[config.mk]
export PLATFORM = sky130hd
export DESIGN_NAME = keyed_oneshot_timer_table
export DESIGN_NICKNAME = d
export VERILOG_FILES = /design/src/hw/rtl/kot_pkg.sv /design/src/hw/rtl/kot_front.sv /design/src/hw/rtl/kot_req_fifo.sv /design/src/hw/rtl/kot_back.sv /design/src/hw/rtl/keyed_oneshot_timer_table.sv
export SDC_FILE = /design/constraint.sdc
export NUM_CORES = 2
export LEC_CHECK = 0
export BUFFER_PORTS_ARGS = -buffer_cell sky130_fd_sc_hd__buf_4
export CAP_MARGIN = 30
export CORE_MARGIN = 4
export CORE_UTILIZATION = 25
export CTS_CLUSTER_DIAMETER = 80
export DETAILED_ROUTE_END_ITERATION = 10
export SYNTH_ARGS = -nofsm -noshare
export SYNTH_HDL_FRONTEND = slang
export SYNTH_SLANG_ARGS = --single-unit
export TNS_END_PERCENT = 1
[constraint.sdc]
create_clock -name clk_i -period 12.74 [get_ports clk_i]
set_clock_uncertainty 0.1 [all_clocks]
set_input_delay 2.548 -clock clk_i [delete_from_list [all_inputs] [get_ports clk_i]]
set_output_delay 2.548 -clock clk_i [all_outputs]
set_load 0.02 [all_outputs]
[src/hw/rtl/kot_pkg.sv]
// ----------------------------------------------------------------------------
// kot_pkg
// Shared types and constants for the keyed one-shot timer table.
// ----------------------------------------------------------------------------
package kot_pkg;

  localparam int unsigned KeyW  = 16;
  localparam int unsigned TimeW = 32;

  // Depth of the request queue between front and back
  localparam int unsigned ReqQDepth = 2;
  localparam int unsigned ReqQPtrW  = (ReqQDepth > 1) ? $clog2(ReqQDepth) : 1;
  localparam int unsigned ReqQCntW  = $clog2(ReqQDepth + 1);

  // Input item as seen on the push side
  typedef struct packed {
    logic [KeyW-1:0]  timer_key;
    logic [TimeW-1:0] duration_ms;
    logic [TimeW-1:0] now_ms;
  } in_item_t;

  // Result item as seen on the pop side
  typedef struct packed {
    logic expired;
    logic newly_armed;
    logic rejected_full;
  } out_item_t;

  // Request with its computed deadline, handed from front to back
  typedef struct packed {
    logic [KeyW-1:0]  timer_key;
    logic [TimeW-1:0] deadline_ms;
    logic [TimeW-1:0] now_ms;
  } req_t;

  // One stored timer entry
  typedef struct packed {
    logic [KeyW-1:0]  key;
    logic [TimeW-1:0] deadline;
  } entry_t;

  // Handshake between request queue and back end
  typedef struct packed {
    logic valid;
    req_t req;
  } req_head_t;

  typedef enum logic [1:0] {
    ST_IDLE,
    ST_SCAN,
    ST_DRAIN,
    ST_COMMIT
  } back_state_e;

endpackage

[src/hw/rtl/kot_front.sv]
// ----------------------------------------------------------------------------
// kot_front
// Input stage: accept an item, compute its deadline and hold the request
// until the request queue takes it.
// ----------------------------------------------------------------------------
module kot_front (
  input  logic              clk_i,
  input  logic              rst_ni,
  input  logic              push,
  output logic              full,
  input  kot_pkg::in_item_t item_i,
  output logic              req_vld_o,
  output kot_pkg::req_t     req_o,
  input  logic              req_rdy_i
);

  logic          vld_q, vld_d;
  kot_pkg::req_t req_q;
  logic          accept;

  assign full      = vld_q && !req_rdy_i;
  assign accept    = push && !full;
  assign req_vld_o = vld_q;
  assign req_o     = req_q;

  // Advance the holding register
  always_comb begin
    vld_d = vld_q;
    if (accept) begin
      vld_d = 1'b1;
    end else if (req_rdy_i) begin
      vld_d = 1'b0;
    end
  end

  always_ff @(posedge clk_i or negedge rst_ni) begin
    if (!rst_ni) begin
      vld_q <= 1'b0;
    end else begin
      vld_q <= vld_d;
    end
  end

  // Capture key and deadline, wrapping modulo 2^32
  always_ff @(posedge clk_i) begin
    if (accept) begin
      req_q.timer_key   <= item_i.timer_key;
      req_q.deadline_ms <= item_i.now_ms + item_i.duration_ms;
      req_q.now_ms      <= item_i.now_ms;
    end
  end

endmodule

[src/hw/rtl/kot_req_fifo.sv]
// ----------------------------------------------------------------------------
// kot_req_fifo
// Short request queue that decouples the front stage from the scan engine.
// ----------------------------------------------------------------------------
module kot_req_fifo (
  input  logic                clk_i,
  input  logic                rst_ni,
  input  logic                wr_vld_i,
  input  kot_pkg::req_t       wr_req_i,
  output logic                wr_rdy_o,
  output kot_pkg::req_head_t  head_o,
  input  logic                rd_pop_i
);

  kot_pkg::req_t                   slot_q [kot_pkg::ReqQDepth];
  logic [kot_pkg::ReqQPtrW-1:0]    wr_ptr_q, rd_ptr_q;
  logic [kot_pkg::ReqQCntW-1:0]    cnt_q;
  logic                            wr_en, rd_en;

  assign wr_rdy_o    = (cnt_q != kot_pkg::ReqQCntW'(kot_pkg::ReqQDepth));
  assign wr_en       = wr_vld_i && wr_rdy_o;
  assign rd_en       = rd_pop_i && (cnt_q != '0);
  assign head_o.valid = (cnt_q != '0);
  assign head_o.req   = slot_q[rd_ptr_q];

  // Advance pointers and fill count
  always_ff @(posedge clk_i or negedge rst_ni) begin
    if (!rst_ni) begin
      wr_ptr_q <= '0;
      rd_ptr_q <= '0;
      cnt_q    <= '0;
    end else begin
      if (wr_en) begin
        wr_ptr_q <= (wr_ptr_q == kot_pkg::ReqQPtrW'(kot_pkg::ReqQDepth - 1)) ? '0
                                                                             : wr_ptr_q + 1'b1;
      end
      if (rd_en) begin
        rd_ptr_q <= (rd_ptr_q == kot_pkg::ReqQPtrW'(kot_pkg::ReqQDepth - 1)) ? '0
                                                                             : rd_ptr_q + 1'b1;
      end
      if (wr_en && !rd_en) begin
        cnt_q <= cnt_q + 1'b1;
      end else if (rd_en && !wr_en) begin
        cnt_q <= cnt_q - 1'b1;
      end
    end
  end

  // Store incoming requests
  always_ff @(posedge clk_i) begin
    if (wr_en) begin
      slot_q[wr_ptr_q] <= wr_req_i;
    end
  end

endmodule

[src/hw/rtl/kot_back.sv]
// ----------------------------------------------------------------------------
// kot_back
// Scan engine: sweep the entry memory for the polled key and the first free
// entry, then expire, arm, reject or keep an undue hit; post the result item.
// ----------------------------------------------------------------------------
module kot_back #(
  parameter int unsigned ENTRIES = 64
) (
  input  logic               clk_i,
  input  logic               rst_ni,
  input  kot_pkg::req_head_t head_i,
  output logic               req_pop_o,
  output logic               empty,
  input  logic               pop,
  output kot_pkg::out_item_t result_o
);

  localparam int unsigned IdxW = (ENTRIES > 1) ? $clog2(ENTRIES) : 1;
  localparam int unsigned CntW = $clog2(ENTRIES + 1);
  localparam logic [IdxW-1:0] LastIdx = IdxW'(ENTRIES - 1);

  kot_pkg::back_state_e state_q, state_d;

  kot_pkg::entry_t    mem_q [ENTRIES];
  kot_pkg::entry_t    rd_q;
  logic [ENTRIES-1:0] valid_q;
  logic [CntW-1:0]    cnt_q;

  logic [IdxW-1:0]    idx_q, pend_idx_q, free_idx_q, hit_idx_q;
  logic               pend_q, pend_vld_q;
  logic               free_found_q, hit_found_q, hit_due_q;

  kot_pkg::out_item_t res_q, res_d;
  logic               res_vld_q;
  logic               commit, is_full;

  assign empty    = !res_vld_q;
  assign result_o = res_q;
  assign is_full  = (cnt_q == CntW'(ENTRIES));

  // Classify the finished scan
  always_comb begin
    res_d.expired       = hit_found_q && hit_due_q;
    res_d.newly_armed   = !hit_found_q && !is_full;
    res_d.rejected_full = !hit_found_q && is_full;
  end

  // Sequence scan, drain and commit
  always_comb begin
    state_d   = state_q;
    commit    = 1'b0;
    req_pop_o = 1'b0;
    unique case (state_q)
      kot_pkg::ST_IDLE: begin
        if (head_i.valid) state_d = kot_pkg::ST_SCAN;
      end
      kot_pkg::ST_SCAN: begin
        if (idx_q == LastIdx) state_d = kot_pkg::ST_DRAIN;
      end
      kot_pkg::ST_DRAIN: begin
        state_d = kot_pkg::ST_COMMIT;
      end
      kot_pkg::ST_COMMIT: begin
        if (!res_vld_q || pop) begin
          commit    = 1'b1;
          req_pop_o = 1'b1;
          state_d   = kot_pkg::ST_IDLE;
        end
      end
      default: state_d = kot_pkg::ST_IDLE;
    endcase
  end

  always_ff @(posedge clk_i or negedge rst_ni) begin
    if (!rst_ni) begin
      state_q <= kot_pkg::ST_IDLE;
    end else begin
      state_q <= state_d;
    end
  end

  // Track scan position, first free entry and key match
  always_ff @(posedge clk_i or negedge rst_ni) begin
    if (!rst_ni) begin
      idx_q        <= '0;
      pend_q       <= 1'b0;
      free_found_q <= 1'b0;
      hit_found_q  <= 1'b0;
    end else begin
      pend_q <= (state_q == kot_pkg::ST_SCAN);
      if (state_q == kot_pkg::ST_IDLE) begin
        idx_q        <= '0;
        free_found_q <= 1'b0;
        hit_found_q  <= 1'b0;
      end else begin
        if (state_q == kot_pkg::ST_SCAN) begin
          if (idx_q != LastIdx) idx_q <= idx_q + 1'b1;
          if (!valid_q[idx_q] && !free_found_q) free_found_q <= 1'b1;
        end
        if (pend_q && pend_vld_q && !hit_found_q &&
            rd_q.key == head_i.req.timer_key) begin
          hit_found_q <= 1'b1;
        end
      end
    end
  end

  // Hold payload alongside the scan flags
  always_ff @(posedge clk_i) begin
    pend_idx_q <= idx_q;
    pend_vld_q <= valid_q[idx_q];
    if (state_q == kot_pkg::ST_SCAN && !valid_q[idx_q] && !free_found_q) begin
      free_idx_q <= idx_q;
    end
    if (pend_q && pend_vld_q && !hit_found_q && rd_q.key == head_i.req.timer_key) begin
      hit_idx_q <= pend_idx_q;
      hit_due_q <= (rd_q.deadline <= head_i.req.now_ms);
    end
  end

  // Entry memory: a write on commit and one registered read per cycle
  always_ff @(posedge clk_i) begin
    if (commit && res_d.newly_armed) begin
      mem_q[free_idx_q] <= '{key: head_i.req.timer_key, deadline: head_i.req.deadline_ms};
    end
    rd_q <= mem_q[idx_q];
  end

  // Update valid bits, occupancy and result register
  always_ff @(posedge clk_i or negedge rst_ni) begin
    if (!rst_ni) begin
      valid_q   <= '0;
      cnt_q     <= '0;
      res_vld_q <= 1'b0;
    end else begin
      if (commit) begin
        if (res_d.expired) begin
          valid_q[hit_idx_q] <= 1'b0;
          cnt_q              <= cnt_q - 1'b1;
        end else if (res_d.newly_armed) begin
          valid_q[free_idx_q] <= 1'b1;
          cnt_q               <= cnt_q + 1'b1;
        end
        res_vld_q <= 1'b1;
      end else if (pop) begin
        res_vld_q <= 1'b0;
      end
    end
  end

  always_ff @(posedge clk_i) begin
    if (commit) begin
      res_q <= res_d;
    end
  end

endmodule

[src/hw/rtl/keyed_oneshot_timer_table.sv]
// Path: front holding register, request queue, then the back end's idle,
//   scan, drain and commit states into the result register. The back end
//   scans one item at a time via the single read port, one entry per cycle.
// Front stage and two-deep request queue hold up to three items in all.
// Reset: asynchronous, active low; clears all valid bits, occupancy, queues.
// ----------------------------------------------------------------------------
// keyed_oneshot_timer_table
// Table of one-shot timers named by key: poll, arm, expire or reject.
// ----------------------------------------------------------------------------
module keyed_oneshot_timer_table #(
  parameter int unsigned ENTRIES = 64
) (
  input  logic               clk_i,
  input  logic               rst_ni,
  input  logic               push,
  output logic               full,
  input  kot_pkg::in_item_t  item_i,
  output logic               empty,
  input  logic               pop,
  output kot_pkg::out_item_t result_o
);

  logic               front_vld, fifo_rdy, req_pop;
  kot_pkg::req_t      front_req;
  kot_pkg::req_head_t head;

  // Accept and compute the deadline
  kot_front u_front (
    .clk_i     (clk_i),
    .rst_ni    (rst_ni),
    .push      (push),
    .full      (full),
    .item_i    (item_i),
    .req_vld_o (front_vld),
    .req_o     (front_req),
    .req_rdy_i (fifo_rdy)
  );

  // Decouple front from back
  kot_req_fifo u_fifo (
    .clk_i    (clk_i),
    .rst_ni   (rst_ni),
    .wr_vld_i (front_vld),
    .wr_req_i (front_req),
    .wr_rdy_o (fifo_rdy),
    .head_o   (head),
    .rd_pop_i (req_pop)
  );

  // Scan and update
  kot_back #(
    .ENTRIES (ENTRIES)
  ) u_back (
    .clk_i     (clk_i),
    .rst_ni    (rst_ni),
    .head_i    (head),
    .req_pop_o (req_pop),
    .empty     (empty),
    .pop       (pop),
    .result_o  (result_o)
  );

endmodule

==> reports/results.tsv <==
stage	metric	value	unit
timing	final cycle utilization of the critical path	44.4	%
floorplan	area of the die	543000	um2
placed_design	dpl hpwl	202000	um
yosys	Post-synth EDFFs	3328	
hold_path	worst min-delay path category	reg -> reg	
route	drt pass-1 iters	6	
yosys	Synth cell types	60	
final_layout	Multi-input gate area	28900	um2
timing	crit path time final	5.66	ns
global_routing	met2 usage	20.3	%
floorplan	Die Wd	737	um
route	DRC Markers	0	
clock_tree	Post-CTS Hold Buffers	0	
final_layout	nets@finish	6060	
hold_path	hold depth	0	
floorplan	total core area	529000	um2
global_routing	overall routing resource usage	12.4	%
global_routing	pin count of the biggest net entering global routing	147	
route	DR vias/cell	4.67	
yosys	Syn Inst Count	5523	
setup_path	flop2flop setup slack	7.38	ns
timing	relative slew slack	26.1	%
global_routing	GR peak layer	met2	
power	Leakage	0.0491	uW
setup_path	CP startpoint kind	input port	
yosys	sequential element share of the synthesized area	77.7	%
clock_tree	TritonCTS Buffers	355	
yosys	Synth async-reset ratio	2.54	%
global_routing	met1 Usage GRT	16.9	%
route	DRT iter0 DRCs	8118	
clock_tree	Clock Tree Buf Depth	4	
hold_path	Worst Hold Endpoint	u_back.hit_idx_q[5]	
setup_path	critical path arrival	6.05	ns
clock_tree	CTS root buffer	clkbuf_16	
floorplan	num rows	267	
yosys	synthesized area	133000	um2
clock_tree	CTS tree	built	
setup_path	Reg-to-Reg End	u_back.rd_q[14]	
clock_tree	CTS clk-pin slew, worst paths	0.06	ns
job	max_cap viols	0	
setup_path	Reg2Reg Depth	6	
timing	Slew @ Worst Pin	1.11	ns
timing	RSZ-0062 raised after global routing	no	
setup_path	r2r startpoint	u_back.idx_q[0]	
floorplan	Top Ports	89	
setup_path	CP Max Fanout	33	
route	final WL	345000	um
outcome	status	complete, no violations	
hold_path	Hold Startpoint	u_back.pend_idx_q[5]	
placed_design	RePlAce Congestion	0.804	
floorplan	initial core utilization	25.1	%
global_routing	vias in the first global route	62908	
final_layout	final core utilization	29.4	%
clock_tree	Post-CTS Setup Inserts	0	
setup_path	worst path required time	13.13	ns
clock_tree	CTS resizes	0	
route	Vias	61622	
global_routing	first-pass GRT wire length	487000	um
route	WL per Instance	26.1	um
yosys	Mapped Nets	5683	
clock_tree	clock latency on the worst-skew pair	0.94	ns
floorplan	chip height	737	um
clock_tree	CTS H-tree lvls	5	
yosys	synth warn	0	
timing	setup TNS	0	ns
final_layout	fillcell total	50696	
yosys	Synth Flop Type	edfxtp_1	
timing	Final Slew Violations	0	
setup_path	crit end category	flip-flop	
power	Pwr Density	163	nW/um2
setup_path	critical path class	in -> reg	
timing	final hold vios	0	
power	worst-case vdd ir drop	0.000119	V
route	post-route ant nets	0	
global_routing	total global routing overflow	0	
timing	FMAX	177	MHz
final_layout	Reg area	103000	um2
yosys	synthesized flop and latch total	3471	
final_layout	synthesis-to-layout area growth	17.0	%
clock_tree	Clock Sinks	3471	
yosys	synthesized area per cell	24.1	um2
timing	Setup violations, final	0	
global_routing	initial antenna violation count	22	
global_routing	M3 GR Usage	1.91	%
timing	Min Hold Slack	0.307	ns
final_layout	layout cell share with drive strength beyond 1	31.4	%
placed_design	port bufs	88	
sequential cells by signal, summed over array words and instances, names as in the netlist, 2 cells and up:
signal,flops
u_back.cnt_q,7
u_back.free_idx_q,6
u_back.hit_idx_q,6
u_back.idx_q,6
u_back.mem_q,3072
u_back.pend_idx_q,6
u_back.rd_q,48
u_back.result_o,3
u_back.state_q,2
u_back.valid_q,64
u_fifo.cnt_q,2
u_fifo.slot_q,160
u_front.req_o,80
cell usage in the layout, fill, tap and decap left out, drive strengths merged, types with 10 or more instances in the layout:
master | Yosys | final
ha | 74 | 74
nand2 | 55 | 55
mux2 | 54 | 54
a21o | 21 | 21
xor2 | 28 | 28
nor2 | 115 | 115
buf | 132 | 285
nand3 | 22 | 22
clkinv | 0 | 137
o21ai | 25 | 25
inv | 30 | 44
mux2i | 49 | 49
a2bb2oi | 26 | 26
edfxtp | 3328 | 3328
o22a | 32 | 32
clkbuf | 133 | 448
dfxtp | 55 | 55
a21oi | 51 | 51
nand4 | 18 | 18
clkinvlp | 0 | 10
nor3 | 14 | 14
mux4 | 1019 | 1019
dfrtp | 88 | 88
bufinv | 0 | 38
xnor2 | 24 | 24
worst max-delay path, stage by stage:
cell	delay (ns)
buf_4	0.07
nand2b_1	0.14
and2_1	0.38
nand2_1	0.31
nor2_1	0.50
nand2_1	0.57
nor2_4	0.79
buf_4	0.63
where the power goes:
part	switching [uW]	leakage, uW	total (uW)	internal [uW]
sequential	64.2	0.0316	13500	13500
combinational	1240	0.0118	1440	208
clock	4390	0.00568	10400	6040
per-stage QoR:
step | area, um2 | setup WS [ns] | cells | power [uW]
after floorplan | 133000 | 6.57 | 5523 | 14400
after global placement | 143000 | 5.88 | 12509 | 15100
after detailed placement | 143000 | 5.85 | 12518 | 15300
after CTS | 155000 | 6.82 | 13165 | 25600
after global routing | 155000 | 6.83 | 13185 | 26300
final | 155000 | 7.08 | 13191 | 25400
Yosys cell counts (all sizes together) (30+ instances only):
cell    instances  area [um2]
a21oi          51         255
buf           132         622
clkbuf        133         499
dfrtp          88        2200
dfxtp          55        1100
edfxtp       3328       99900
ha             74         926
inv            30         113
mux2           54         608
mux2i          49         490
mux4         1019       22900
nand2          55         206
nor2          115         432
o22a           32         280
cell type report:
| type | instances | share of cell area [%] |
|---|---|---|
| clock buffers | 448 | 6.05 |
| diodes | 7 | 0.0113 |
| multi-input cells | 1757 | 18.6 |
| inverters | 30 | 0.0724 |
| clock inverters | 199 | 1.49 |
| well taps | 6994 | 5.63 |
| flip-flops and latches | 3471 | 66.4 |
| repair buffers | 285 | 1.70 |
worst max path at each step:
stage | from | end | slack (ns) | depth (start not counted)
finish | pop | u_back.mem_q[28][15] | 7.08 | 8
global route | pop | u_back.mem_q[48][19] | 6.83 | 9
CTS | pop | u_back.mem_q[15][27] | 6.82 | 8
detailed placement | pop | u_back.mem_q[15][44] | 5.85 | 8
global placement | pop | u_back.mem_q[14][34] | 5.88 | 8
floorplan | pop | u_back.mem_q[48][0] | 6.57 | 6
routing by layer:
metal | part of all wire, % | up-vias
met5 | 0.012 | -
met4 | 2.9 | 6
met3 | 7.5 | 488
met2 | 49 | 2762
met1 | 41 | 33791
li1 | - | 24575
kinds of logic after synthesis:
| group | synth area share, % |
|---|---|
| simple gates | 1.03 |
| compound gates | 1.17 |
| mux | 18.1 |
| xor+xnor | 0.343 |
| buf+inv | 0.929 |
| fa+ha+maj | 0.727 |
| flops | 77.7 |
Power figures use the tool's default switching activity.
